--- src/design/lru_key_value_cache_defines.svh ---
// ----------------------------------------------------------------------------
// LRU key-value cache assertion macros
// Shared concurrent assertion forms for the cache design files.
// ----------------------------------------------------------------------------
`ifndef LRU_KEY_VALUE_CACHE_DEFINES_SVH
`define LRU_KEY_VALUE_CACHE_DEFINES_SVH

// condition holds at every clock edge out of reset
`define LKVC_ASSERT_ALWAYS(label, clk, rst_n, cond, msg) \
	label: assert property (@(posedge clk) disable iff (!rst_n) (cond)) else $error(msg);

// consequent holds in the same cycle as the antecedent
`define LKVC_ASSERT_IMP(label, clk, rst_n, ante, cons, msg) \
	label: assert property (@(posedge clk) disable iff (!rst_n) (ante) |-> (cons)) \
		else $error(msg);

// consequent holds in the cycle after the antecedent
`define LKVC_ASSERT_NEXT(label, clk, rst_n, ante, cons, msg) \
	label: assert property (@(posedge clk) disable iff (!rst_n) (ante) |=> (cons)) \
		else $error(msg);

`endif

--- src/design/lkvc_pkg.sv ---
// ----------------------------------------------------------------------------
// LRU key-value cache package
// Field widths, operation codes, entry and cell control types.
// ----------------------------------------------------------------------------
package lkvc_pkg;

	localparam int KEY_W = 32;
	localparam int VAL_W = 32;
	localparam int CFG_W = 5;

	localparam logic [CFG_W-1:0] CFG_RESET  = 5'd16;
	localparam logic [VAL_W-1:0] MISS_VALUE = {VAL_W{1'b1}};
	localparam logic [VAL_W-1:0] PUT_VALUE  = {VAL_W{1'b0}};

	localparam logic MODE_GET = 1'b0;
	localparam logic MODE_PUT = 1'b1;

	typedef struct packed {
		logic             valid;
		logic [KEY_W-1:0] key;
		logic [VAL_W-1:0] value;
	} entry_t;

	typedef struct packed {
		logic cmp;
		logic upd;
		logic head;
	} cell_ctl_t;

endpackage

--- src/design/lkvc_cell.sv ---
// ----------------------------------------------------------------------------
// LRU key-value cache cell
// One recency slot: holds an entry, compares it against the lookup key and
// takes the entry of its more recent neighbor when the chain shifts.
// ----------------------------------------------------------------------------
module lkvc_cell #(
	parameter int INDEX = 0,
	parameter int CNTW  = 5
) (
	input  logic                      clk,
	input  logic                      arst_n,
	input  lkvc_pkg::cell_ctl_t       ctl,
	input  logic [CNTW-1:0]           limit,
	input  logic [lkvc_pkg::KEY_W-1:0] key_cmp,
	input  lkvc_pkg::entry_t          prev,
	output lkvc_pkg::entry_t          ent,
	output logic                      match
);

	logic                       valid_q;
	logic                       match_q;
	logic [lkvc_pkg::KEY_W-1:0] key_q;
	logic [lkvc_pkg::VAL_W-1:0] value_q;
	logic                       take;

	assign take = ctl.upd && ctl.head && (CNTW'(INDEX) <= limit);

	always_ff @(posedge clk or negedge arst_n) begin
		if (!arst_n) begin
			valid_q <= 1'b0;
			match_q <= 1'b0;
		end else begin
			if (take) begin
				valid_q <= prev.valid;
			end
			if (ctl.cmp) begin
				match_q <= valid_q && (key_q == key_cmp);
			end
		end
	end

	always_ff @(posedge clk) begin
		if (take) begin
			key_q   <= prev.key;
			value_q <= prev.value;
		end
	end

	assign ent.valid = valid_q;
	assign ent.key   = key_q;
	assign ent.value = value_q;
	assign match     = match_q;

endmodule

--- src/design/lkvc_chain.sv ---
// ----------------------------------------------------------------------------
// LRU key-value cache cell chain
// Row of cells ordered most recent first; cell 0 takes the head entry and
// each other cell takes its neighbor's. Reduces the match flags to the hit
// position and the hit value.
// ----------------------------------------------------------------------------
module lkvc_chain #(
	parameter int CAPACITY = 16,
	parameter int CNTW     = 5
) (
	input  logic                       clk,
	input  logic                       arst_n,
	input  lkvc_pkg::cell_ctl_t        ctl,
	input  logic [CNTW-1:0]            limit,
	input  logic [lkvc_pkg::KEY_W-1:0] key_cmp,
	input  lkvc_pkg::entry_t           head,
	output logic                       lookup_hit,
	output logic [CNTW-1:0]            hit_pos,
	output logic [lkvc_pkg::VAL_W-1:0] hit_value,
	output logic [CAPACITY-1:0]        valid_vec,
	output logic [CAPACITY-1:0]        match_vec
);

	lkvc_pkg::entry_t ents [CAPACITY];

	for (genvar i = 0; i < CAPACITY; i++) begin : g_cell
		lkvc_pkg::entry_t prev;
		if (i == 0) begin : g_head
			assign prev = head;
		end else begin : g_link
			assign prev = ents[i-1];
		end
		lkvc_cell #(
			.INDEX (i),
			.CNTW  (CNTW)
		) u_cell (
			.clk     (clk),
			.arst_n  (arst_n),
			.ctl     (ctl),
			.limit   (limit),
			.key_cmp (key_cmp),
			.prev    (prev),
			.ent     (ents[i]),
			.match   (match_vec[i])
		);
		assign valid_vec[i] = ents[i].valid;
	end

	always_comb begin
		hit_pos   = '0;
		hit_value = '0;
		for (int i = 0; i < CAPACITY; i++) begin
			if (match_vec[i]) begin
				hit_pos   = hit_pos | CNTW'(i);
				hit_value = hit_value | ents[i].value;
			end
		end
	end

	assign lookup_hit = |match_vec;

endmodule

--- src/design/lru_key_value_cache.sv ---
// ----------------------------------------------------------------------------
// LRU key-value cache
// Fully associative get/put store with least-recently-used replacement.
// ----------------------------------------------------------------------------
// Items enter on in_valid/in_ready (mode, key, value); each gives one result
// transfer on out_valid/out_ready (hit, read_value). A get returns the stored
// value on a hit and all ones on a miss; a put returns zero.
// Entries sit in a chain of cells, most recent at cell 0. An accepted item is
// compared against every cell in the next cycle (compare step); in the update
// step the chain shifts the touched or new entry to the head and the result
// is registered, raising out_valid. A new item is taken while idle or in the
// cycle its predecessor updates the chain, never during the compare step, so
// a new item enters as the last one leaves the update step.
// If out_ready is low while a result waits, the update step holds until that
// result transfers, and input stalls with it.
// capacity_in_use is written on cfg_valid/cfg_ready; the user is to write it
// only while the block is idle, which the block itself does not enforce.
// 0 acts as 1 and values above CAPACITY act as CAPACITY. Reset empties the
// cache at once (no clearing pass) and sets the capacity register to 16.
// ----------------------------------------------------------------------------
`include "lru_key_value_cache_defines.svh"

module lru_key_value_cache #(
	parameter int CAPACITY = 16
) (
	input  logic                       clk,
	input  logic                       arst_n,
	input  logic                       cfg_valid,
	output logic                       cfg_ready,
	input  logic [lkvc_pkg::CFG_W-1:0] capacity_in_use,
	input  logic                       in_valid,
	output logic                       in_ready,
	input  logic                       mode,
	input  logic signed [lkvc_pkg::KEY_W-1:0] key,
	input  logic signed [lkvc_pkg::VAL_W-1:0] value,
	output logic                       out_valid,
	input  logic                       out_ready,
	output logic                       hit,
	output logic signed [lkvc_pkg::VAL_W-1:0] read_value
);

	localparam int CNTW = $clog2(CAPACITY + 1);
	localparam int CW   = (CNTW > lkvc_pkg::CFG_W) ? CNTW : lkvc_pkg::CFG_W;

	localparam logic [1:0] ST_IDLE = 2'd0;
	localparam logic [1:0] ST_CMP  = 2'd1;
	localparam logic [1:0] ST_UPD  = 2'd2;

	logic [1:0]                   state_q;
	logic [lkvc_pkg::CFG_W-1:0]   cap_q;
	logic [CNTW-1:0]              occ_q;
	logic                         mode_q;
	logic [lkvc_pkg::KEY_W-1:0]   key_q;
	logic [lkvc_pkg::VAL_W-1:0]   value_q;
	logic                         out_valid_q;
	logic                         hit_q;
	logic [lkvc_pkg::VAL_W-1:0]   rdata_q;

	logic                         accept;
	logic                         upd_go;
	logic                         lookup_hit;
	logic [CNTW-1:0]              hit_pos;
	logic [lkvc_pkg::VAL_W-1:0]   hit_value;
	logic [CAPACITY-1:0]          valid_vec;
	logic [CAPACITY-1:0]          match_vec;
	logic [CW-1:0]                cap_ext;
	logic [CW-1:0]                eff_cap;
	logic                         full;
	logic [CNTW-1:0]              limit;
	lkvc_pkg::cell_ctl_t          ctl;
	lkvc_pkg::entry_t             head;

	assign upd_go    = (state_q == ST_UPD) && (!out_valid_q || out_ready);
	assign in_ready  = (state_q == ST_IDLE) || upd_go;
	assign accept    = in_valid && in_ready;
	assign cfg_ready = 1'b1;

	assign cap_ext = CW'(cap_q);
	always_comb begin
		if (cap_q == '0) begin
			eff_cap = CW'(1);
		end else if (cap_ext > CW'(CAPACITY)) begin
			eff_cap = CW'(CAPACITY);
		end else begin
			eff_cap = cap_ext;
		end
	end
	assign full = CW'(occ_q) >= eff_cap;

	always_comb begin
		if (lookup_hit) begin
			limit = hit_pos;
		end else if (full) begin
			limit = occ_q - CNTW'(1);
		end else begin
			limit = occ_q;
		end
	end

	assign ctl.cmp  = (state_q == ST_CMP);
	assign ctl.upd  = upd_go;
	assign ctl.head = lookup_hit || (mode_q == lkvc_pkg::MODE_PUT);

	assign head.valid = 1'b1;
	assign head.key   = key_q;
	assign head.value = (mode_q == lkvc_pkg::MODE_PUT) ? value_q : hit_value;

	lkvc_chain #(
		.CAPACITY (CAPACITY),
		.CNTW     (CNTW)
	) u_chain (
		.clk        (clk),
		.arst_n     (arst_n),
		.ctl        (ctl),
		.limit      (limit),
		.key_cmp    (key_q),
		.head       (head),
		.lookup_hit (lookup_hit),
		.hit_pos    (hit_pos),
		.hit_value  (hit_value),
		.valid_vec  (valid_vec),
		.match_vec  (match_vec)
	);

	always_ff @(posedge clk or negedge arst_n) begin
		if (!arst_n) begin
			state_q     <= ST_IDLE;
			cap_q       <= lkvc_pkg::CFG_RESET;
			occ_q       <= '0;
			out_valid_q <= 1'b0;
		end else begin
			if (cfg_valid && cfg_ready) begin
				cap_q <= capacity_in_use;
			end
			case (state_q)
				ST_IDLE: begin
					if (accept) begin
						state_q <= ST_CMP;
					end
				end
				ST_CMP: begin
					state_q <= ST_UPD;
				end
				ST_UPD: begin
					if (accept) begin
						state_q <= ST_CMP;
					end else if (upd_go) begin
						state_q <= ST_IDLE;
					end
				end
				default: begin
					state_q <= ST_IDLE;
				end
			endcase
			if (upd_go && (mode_q == lkvc_pkg::MODE_PUT) && !lookup_hit && !full) begin
				occ_q <= occ_q + CNTW'(1);
			end
			if (upd_go) begin
				out_valid_q <= 1'b1;
			end else if (out_ready) begin
				out_valid_q <= 1'b0;
			end
		end
	end

	always_ff @(posedge clk) begin
		if (accept) begin
			mode_q  <= mode;
			key_q   <= key;
			value_q <= value;
		end
		if (upd_go) begin
			hit_q <= lookup_hit;
			if (mode_q == lkvc_pkg::MODE_PUT) begin
				rdata_q <= lkvc_pkg::PUT_VALUE;
			end else if (lookup_hit) begin
				rdata_q <= hit_value;
			end else begin
				rdata_q <= lkvc_pkg::MISS_VALUE;
			end
		end
	end

	assign out_valid  = out_valid_q;
	assign hit        = hit_q;
	assign read_value = rdata_q;

	`LKVC_ASSERT_ALWAYS(a_occ_matches_valid, clk, arst_n,
		$countones(valid_vec) == int'(occ_q), "occupancy differs from valid cell count")
	`LKVC_ASSERT_ALWAYS(a_occ_bound, clk, arst_n,
		occ_q <= CNTW'(CAPACITY), "occupancy above capacity")
	`LKVC_ASSERT_IMP(a_unique_match, clk, arst_n,
		state_q == ST_UPD, $onehot0(match_vec), "key present in more than one cell")
	`LKVC_ASSERT_NEXT(a_get_keeps_occ, clk, arst_n,
		upd_go && (mode_q == lkvc_pkg::MODE_GET), $stable(occ_q), "get changed occupancy")
	`LKVC_ASSERT_NEXT(a_accept_to_cmp, clk, arst_n,
		accept, state_q == ST_CMP, "accepted item skipped the compare step")

endmodule
--- config.mk ---
export PLATFORM = sky130hd
export DESIGN_NAME = lru_key_value_cache
export DESIGN_NICKNAME = d
export VERILOG_FILES = /design/src/design/lkvc_pkg.sv /design/src/design/lkvc_cell.sv /design/src/design/lkvc_chain.sv /design/src/design/lru_key_value_cache.sv
export VERILOG_INCLUDE_DIRS = /design/src /design/src/design
export SDC_FILE = /design/constraint.sdc
export NUM_CORES = 1
export LEC_CHECK = 0
export BUFFER_PORTS_ARGS = -buffer_cell sky130_fd_sc_hd__buf_2
export CAP_MARGIN = 30
export CORE_MARGIN = 5
export CORE_UTILIZATION = 50
export DETAILED_ROUTE_END_ITERATION = 8
export PLACE_DENSITY_LB_ADDON = 0.1
export SYNTH_ARGS = -nofsm -noshare
export SYNTH_HDL_FRONTEND = slang
export SYNTH_SLANG_ARGS = --single-unit
--- constraint.sdc ---
create_clock -name clk -period 10.9 [get_ports clk]
set_input_delay 2.18 -clock clk [delete_from_list [all_inputs] [get_ports clk]]
set_output_delay 2.18 -clock clk [all_outputs]
set_load 0.01 [all_outputs]
Word-level counts from Yosys, hierarchy flattened. Index checks and enable logic that the tools add are counted. Widths: inputs -> output; s select.

Input bits: 75. Word-level logic and storage cells: 220. Bits in registers: 1167.

Muxes and demuxes: 43. Add/sub/neg operators: 2. Bitwise operators: 15. Reduce and logical (&&, ||, !) cells: 49. Eq/ne operators: 20. Magnitude comparators: 18.

Operators by type and width (count): $mux 32 (18); $eq 32x32->1 (16); $or 32x32->32 (15); $le 4x5->1 const A (8); $logic_and 1x1->1 (38); $mux 4 (8); $le 3x5->1 const A (4); $mux 5 (4); $reduce_or 16->1 (1); $mux 3 (4); $le 1x5->1 const A (2); $le 2x5->1 const A (2); $mux 2 (5); $pmux 2 s3 (1); $add 5x1->5 const B (1); $ge 5x5->1 (1); $gt 5x5->1 const B (1); $logic_not 5->1 (1); $sub 5x1->5 const B (1); $logic_not 1->1 (3); $logic_or 1x1->1 (3); $mux 1 (3); $ne 3x3->1 const B (1); $eq 2x1->1 const B (1); other kinds (5) (5).

Depth between registers and ports, before layout.
Word-level depth: 32. Gate-level depth with buffers: 12. Mapped depth without buffers: 12.

By module. A second synthesis with hierarchy kept.

Cell total of the unflattened synthesis: 2551. Area total of the unflattened synthesis: 45402.3 um^2.

By module, submodules not included: lkvc_cell (u_chain.g_cell[15].u_cell ...) (cells each 116, area an instance 2372.3 um^2, times used 3); lkvc_cell (u_chain.g_cell[10].u_cell ...) (cells each 117, area an instance 2373.5 um^2, times used 2); lkvc_cell (u_chain.g_cell[14].u_cell ...) (cells each 116, area an instance 2369.8 um^2, times used 2); lru_key_value_cache (cells each 331, area an instance 4405.5 um^2, times used 1); lkvc_chain (cells each 366, area an instance 3057.9 um^2, times used 1); lkvc_cell (u_chain.g_cell[11].u_cell) (cells each 117, area an instance 2377.3 um^2, times used 1); lkvc_cell (u_chain.g_cell[13].u_cell) (cells each 117, area an instance 2376.0 um^2, times used 1); lkvc_cell (u_chain.g_cell[9].u_cell) (cells each 117, area an instance 2374.8 um^2, times used 1); lkvc_cell (u_chain.g_cell[1].u_cell) (cells each 115, area an instance 2372.3 um^2, times used 1); lkvc_cell (u_chain.g_cell[6].u_cell) (cells each 116, area an instance 2371.0 um^2, times used 1); lkvc_cell (u_chain.g_cell[12].u_cell) (cells each 116, area an instance 2368.5 um^2, times used 1); lkvc_cell (u_chain.g_cell[4].u_cell) (cells each 114, area an instance 2367.3 um^2, times used 1); lkvc_cell (u_chain.g_cell[8].u_cell) (cells each 114, area an instance 2366.0 um^2, times used 1); lkvc_cell (u_chain.g_cell[0].u_cell) (cells each 114, area an instance 2362.3 um^2, times used 1).

Least setup slack after synthesis. OpenSTA, ideal clock, no wires.

Path kind: input-to-reg. Start: in out_ready. End: reg u_chain.g_cell[9].u_cell.valid_q. Data required time: 10820 ps. Buffers on the path: 0. Data arrival time: 8847 ps. Slack: 1972 ps. Cell stages on the path: 7. Path through: nor2b_1 > nor2_1 > o21ai_4 > inv_2 > o211ai_4 > a21oi_1 > mux2_2.

Cells in the longest elaborated chain, start to end: 4.

RTL lines: from (decl) (line lru_key_value_cache.sv:37) `input logic out_ready,`; $logic_or 1x1->1 (line lru_key_value_cache.sv:73) `assign upd_go = (state_q == ST_UPD) && (!out_valid_q || out_ready);`; $logic_and 1x1->1 (line lru_key_value_cache.sv:73); named net upd_go (line lru_key_value_cache.sv:60) `logic upd_go;`; $logic_and 1x1->1 (2 in series) (line lkvc_cell.sv:26) `assign take = ctl.upd && ctl.head && (CNTW'(INDEX) <= limit);`; named net u_chain.g_cell[9].u_cell.take (line lkvc_cell.sv:24) `logic take;`; to (signal assigned) (line lkvc_cell.sv:34) `valid_q <= prev.valid;`; to (decl) (line lkvc_cell.sv:20) `logic valid_q;`.

The timed path passes the listed nets, and every way through them passes these cells. A chain may end at the register's enable or synchronous reset.

Final worst setup path.
Start: in out_ready. End: reg u_chain.g_cell[15].u_cell.valid_q.

Cells in the longest elaborated chain, start to end: 4.

RTL lines (line): $logic_or 1x1->1 (lru_key_value_cache.sv:73); $logic_and 1x1->1 (lru_key_value_cache.sv:73); named net upd_go (lru_key_value_cache.sv:60); $logic_and 1x1->1 (2 in series) (lkvc_cell.sv:26); named net u_chain.g_cell[15].u_cell.take (lkvc_cell.sv:24); to (signal assigned) (lkvc_cell.sv:34); to (decl) (lkvc_cell.sv:20).

The timed path passes the listed nets, and every way through them passes these cells.

==> metrics.txt <==
class of the worst hold path=flop to flop; syn nets=2701; Worst EP arrival=5860 ps; Routed Antenna Nets=0; final setup margin=5590 ps; critical path launch point type=input pin; gp weighted congestion=0.9122; synthesis-to-finish area growth=13.79%; wire length per cell=28.25 µm; delay-heaviest family, CP=buffers and inverters; Via density=5.967; synth warn=0; Synth Flop Type=edfxtp_1; initial antenna violation count=2; pin count of the biggest net entering global routing=66; Die X=311.0 µm; Antenna Cells=0; Hold-fix buffers, CTS=0; remaining global-route overflow=0; CTS buffer count=118; DP Cell Count=3828; Crit. End Element=flop; worst-path cell chain=buf_2 -> nor2b_1 -> nor2_4 -> buf_4 -> o21ai_4 -> clkinv_2 -> buf_4 -> buf_16 -> o211ai_4 -> clkinv_2 -> o211a_4 -> buf_4 -> mux2_1; maximum VDD drop=0.0001627 V; Cells after Synth=2619; routed wire length=114500 µm; Hold Vio Cnt, Final=0; Critical path buffers and inverters=7; worst slack, placed=4917 ps; Reg area=0.03484 mm²; # DRC=0; minimum clock period=5310 ps; vias in the first global route=25180; CP max stage delay=690 ps; Initial Util=0.5034; maximum buffer depth of the clock tree=3; WP data required=11450 ps; RSZ-0062 raised after global routing=false; Pwr Total=10560 µW; CTS tree=yes; clk sinks=1167; Seq/Total Area, Yosys=0.7684; register bit total from synthesis=1167; Final Non-Filler Cells=4052; vias=24180; Slew Limit Fails=0; CORE AREA=0.09001 mm²; status=finished, final reports clean; Fillers=6969; CTS root buf=clkbuf_16; area occupied by multi-input gates=0.009862 mm²; fraction of layout cells with a size suffix above 1=0.1464; gr usage total=0.2317; Crit Path Category=input pin to flop; clock latency on the worst-skew pair=670 ps; Netlist cell types=62; Worst-path clk slew=70 ps; slew margin rel.=0.2561; Setup Skew=19.47 ps; Synth Cell Area=0.04531 mm²; # Max-Cap Violations=0; Die Y=311.0 µm; Post-synth EDFFs=1122; I/O pins=111; CP Max Fanout=55; fin crit share=0.4871; row count=110; Util after Layout=0.5729; Post-DP HPWL=73660 µm; IO buf count=109; drt pass-1 iters=5; CP dominant cell by count=buf_4; setup TNS=0 ps; Die ar.=0.09675 mm²; nets=2858; CP max-delay cell=buf_4; asr flop ratio synth=0.03856; # Post-CTS Setup Buffers=0; LEAKAGE=0.01718 µW; initial drt markers=2547; Avg Cell Area, Syn=17.30 µm²; first-pass GRT wire length=168100 µm; most frequent cells in the layout=edfxtp_1 (1122), xor2_1 (369), a22oi_1 (178); CTS H-tree lvls=3; most common cell after layout, fill and taps aside=edfxtp_1; Slew @ Worst Pin=1116 ps; Final Setup Violations=0; post-cts resize count=0; Peak Freq=188.3 MHz; Power Density=204.8 mW/mm²
power breakdown:
group          switching [µW]  internal (µW)  total (µW)
combinational             579            262         840
clock                    1690           2450        4140
sequential                216           5370        5580
logic make-up (layout without fill, tap and decap cells):
logic type,count (synthesis),in the layout,synth area share
mux,53,53,0.01262
xor+xnor,517,517,0.09993
flops,1167,1167,0.7684
buf+inv,188,445,0.01635
fa+ha+maj,7,7,0.001933
compound gates,346,346,0.05793
simple gates,340,340,0.04277
other cells,1,1,0.00008275
per-layer routing:
layer | vias up | global-route usage | routed length [µm]
met5 | - | 0 | 0
met4 | 0 | 0.06932 | 3218
met3 | 182 | 0.04222 | 9005
met2 | 1168 | 0.3664 | 53100
met1 | 12350 | 0.3333 | 49160
li1 | 10480 | - | -
synthesized netlist by cell type, types with 3 or more instances:
library cell / n / share of area
clkbuf_1: 113 / 0.0094
nand3_1: 41 / 0.0045
buf_6: 3 / 0.00075
or4_1: 3 / 0.00050
and2_1: 4 / 0.00055
nand2b_1: 6 / 0.00083
mux2i_1: 32 / 0.0071
a221oi_1: 39 / 0.0075
buf_2: 5 / 0.00055
edfxtp_1: 1122 / 0.74
mux2_1: 9 / 0.0022
inv_1: 38 / 0.0031
a22o_1: 55 / 0.011
xnor2_1: 148 / 0.029
nand4_1: 91 / 0.013
ha_1: 7 / 0.0019
mux2_2: 10 / 0.0025
dfrtp_1: 44 / 0.024
o21ai_1: 8 / 0.00088
nor3_1: 21 / 0.0023
nor2b_1: 4 / 0.00055
o21ai_0: 6 / 0.00066
nand2_1: 16 / 0.0013
nor4_1: 97 / 0.013
xor2_1: 369 / 0.071
buf_1: 25 / 0.0021
a21oi_1: 40 / 0.0044
nor2_1: 46 / 0.0038
a22oi_1: 178 / 0.029
through the flow:
| stage | cell area, µm² | hold WS [ps] |
|---|---|---|
| floorplan | 45310 | 424.4 |
| global placement | 47370 | 428.6 |
| detailed placement | 47490 | 432.9 |
| CTS | 51460 | 449.1 |
| global route | 51560 | 455.4 |
| finish | 51560 | 444.9 |
final timing paths:
check                                                      from                                    end  slack (ps)  depth (start not counted)
max reg2reg                      u_chain.g_cell[4].u_cell.match  u_chain.g_cell[13].u_cell.value_q[31]        5660                          9
max in group asynchronous                                arst_n        u_chain.g_cell[10].u_cell.match        8700                          2
min in group asynchronous                                arst_n                             cap_ext[0]        1630                          2
min reg2reg                u_chain.g_cell[7].u_cell.value_q[20]   u_chain.g_cell[8].u_cell.value_q[20]         440                          0
max                                                   out_ready      u_chain.g_cell[15].u_cell.valid_q        5590                         13
min                        u_chain.g_cell[7].u_cell.value_q[20]   u_chain.g_cell[8].u_cell.value_q[20]         440                          0
flip-flops by register name, indices dropped and copies added, names as in the netlist:
name	flops
key_q	32
read_value	32
mode_q	1
state_q	2
value_q	32
u_chain.g_cell.u_cell.key_q	512
out_valid	1
cap_ext	5
u_chain.g_cell.u_cell.match	16
hit	1
u_chain.g_cell.u_cell.value_q	512
occ_q	5
u_chain.g_cell.u_cell.valid_q	16
cell type report:
cell class	count	share of cell area
sequential	1167	0.6756
multi-input combinational	1264	0.1913
inverter	41	0.003130
tap	1176	0.02854
clock buffer	141	0.06018
clock inverter	79	0.01686
timing repair buffer	184	0.02441
(Power assumes the default switching activity.)
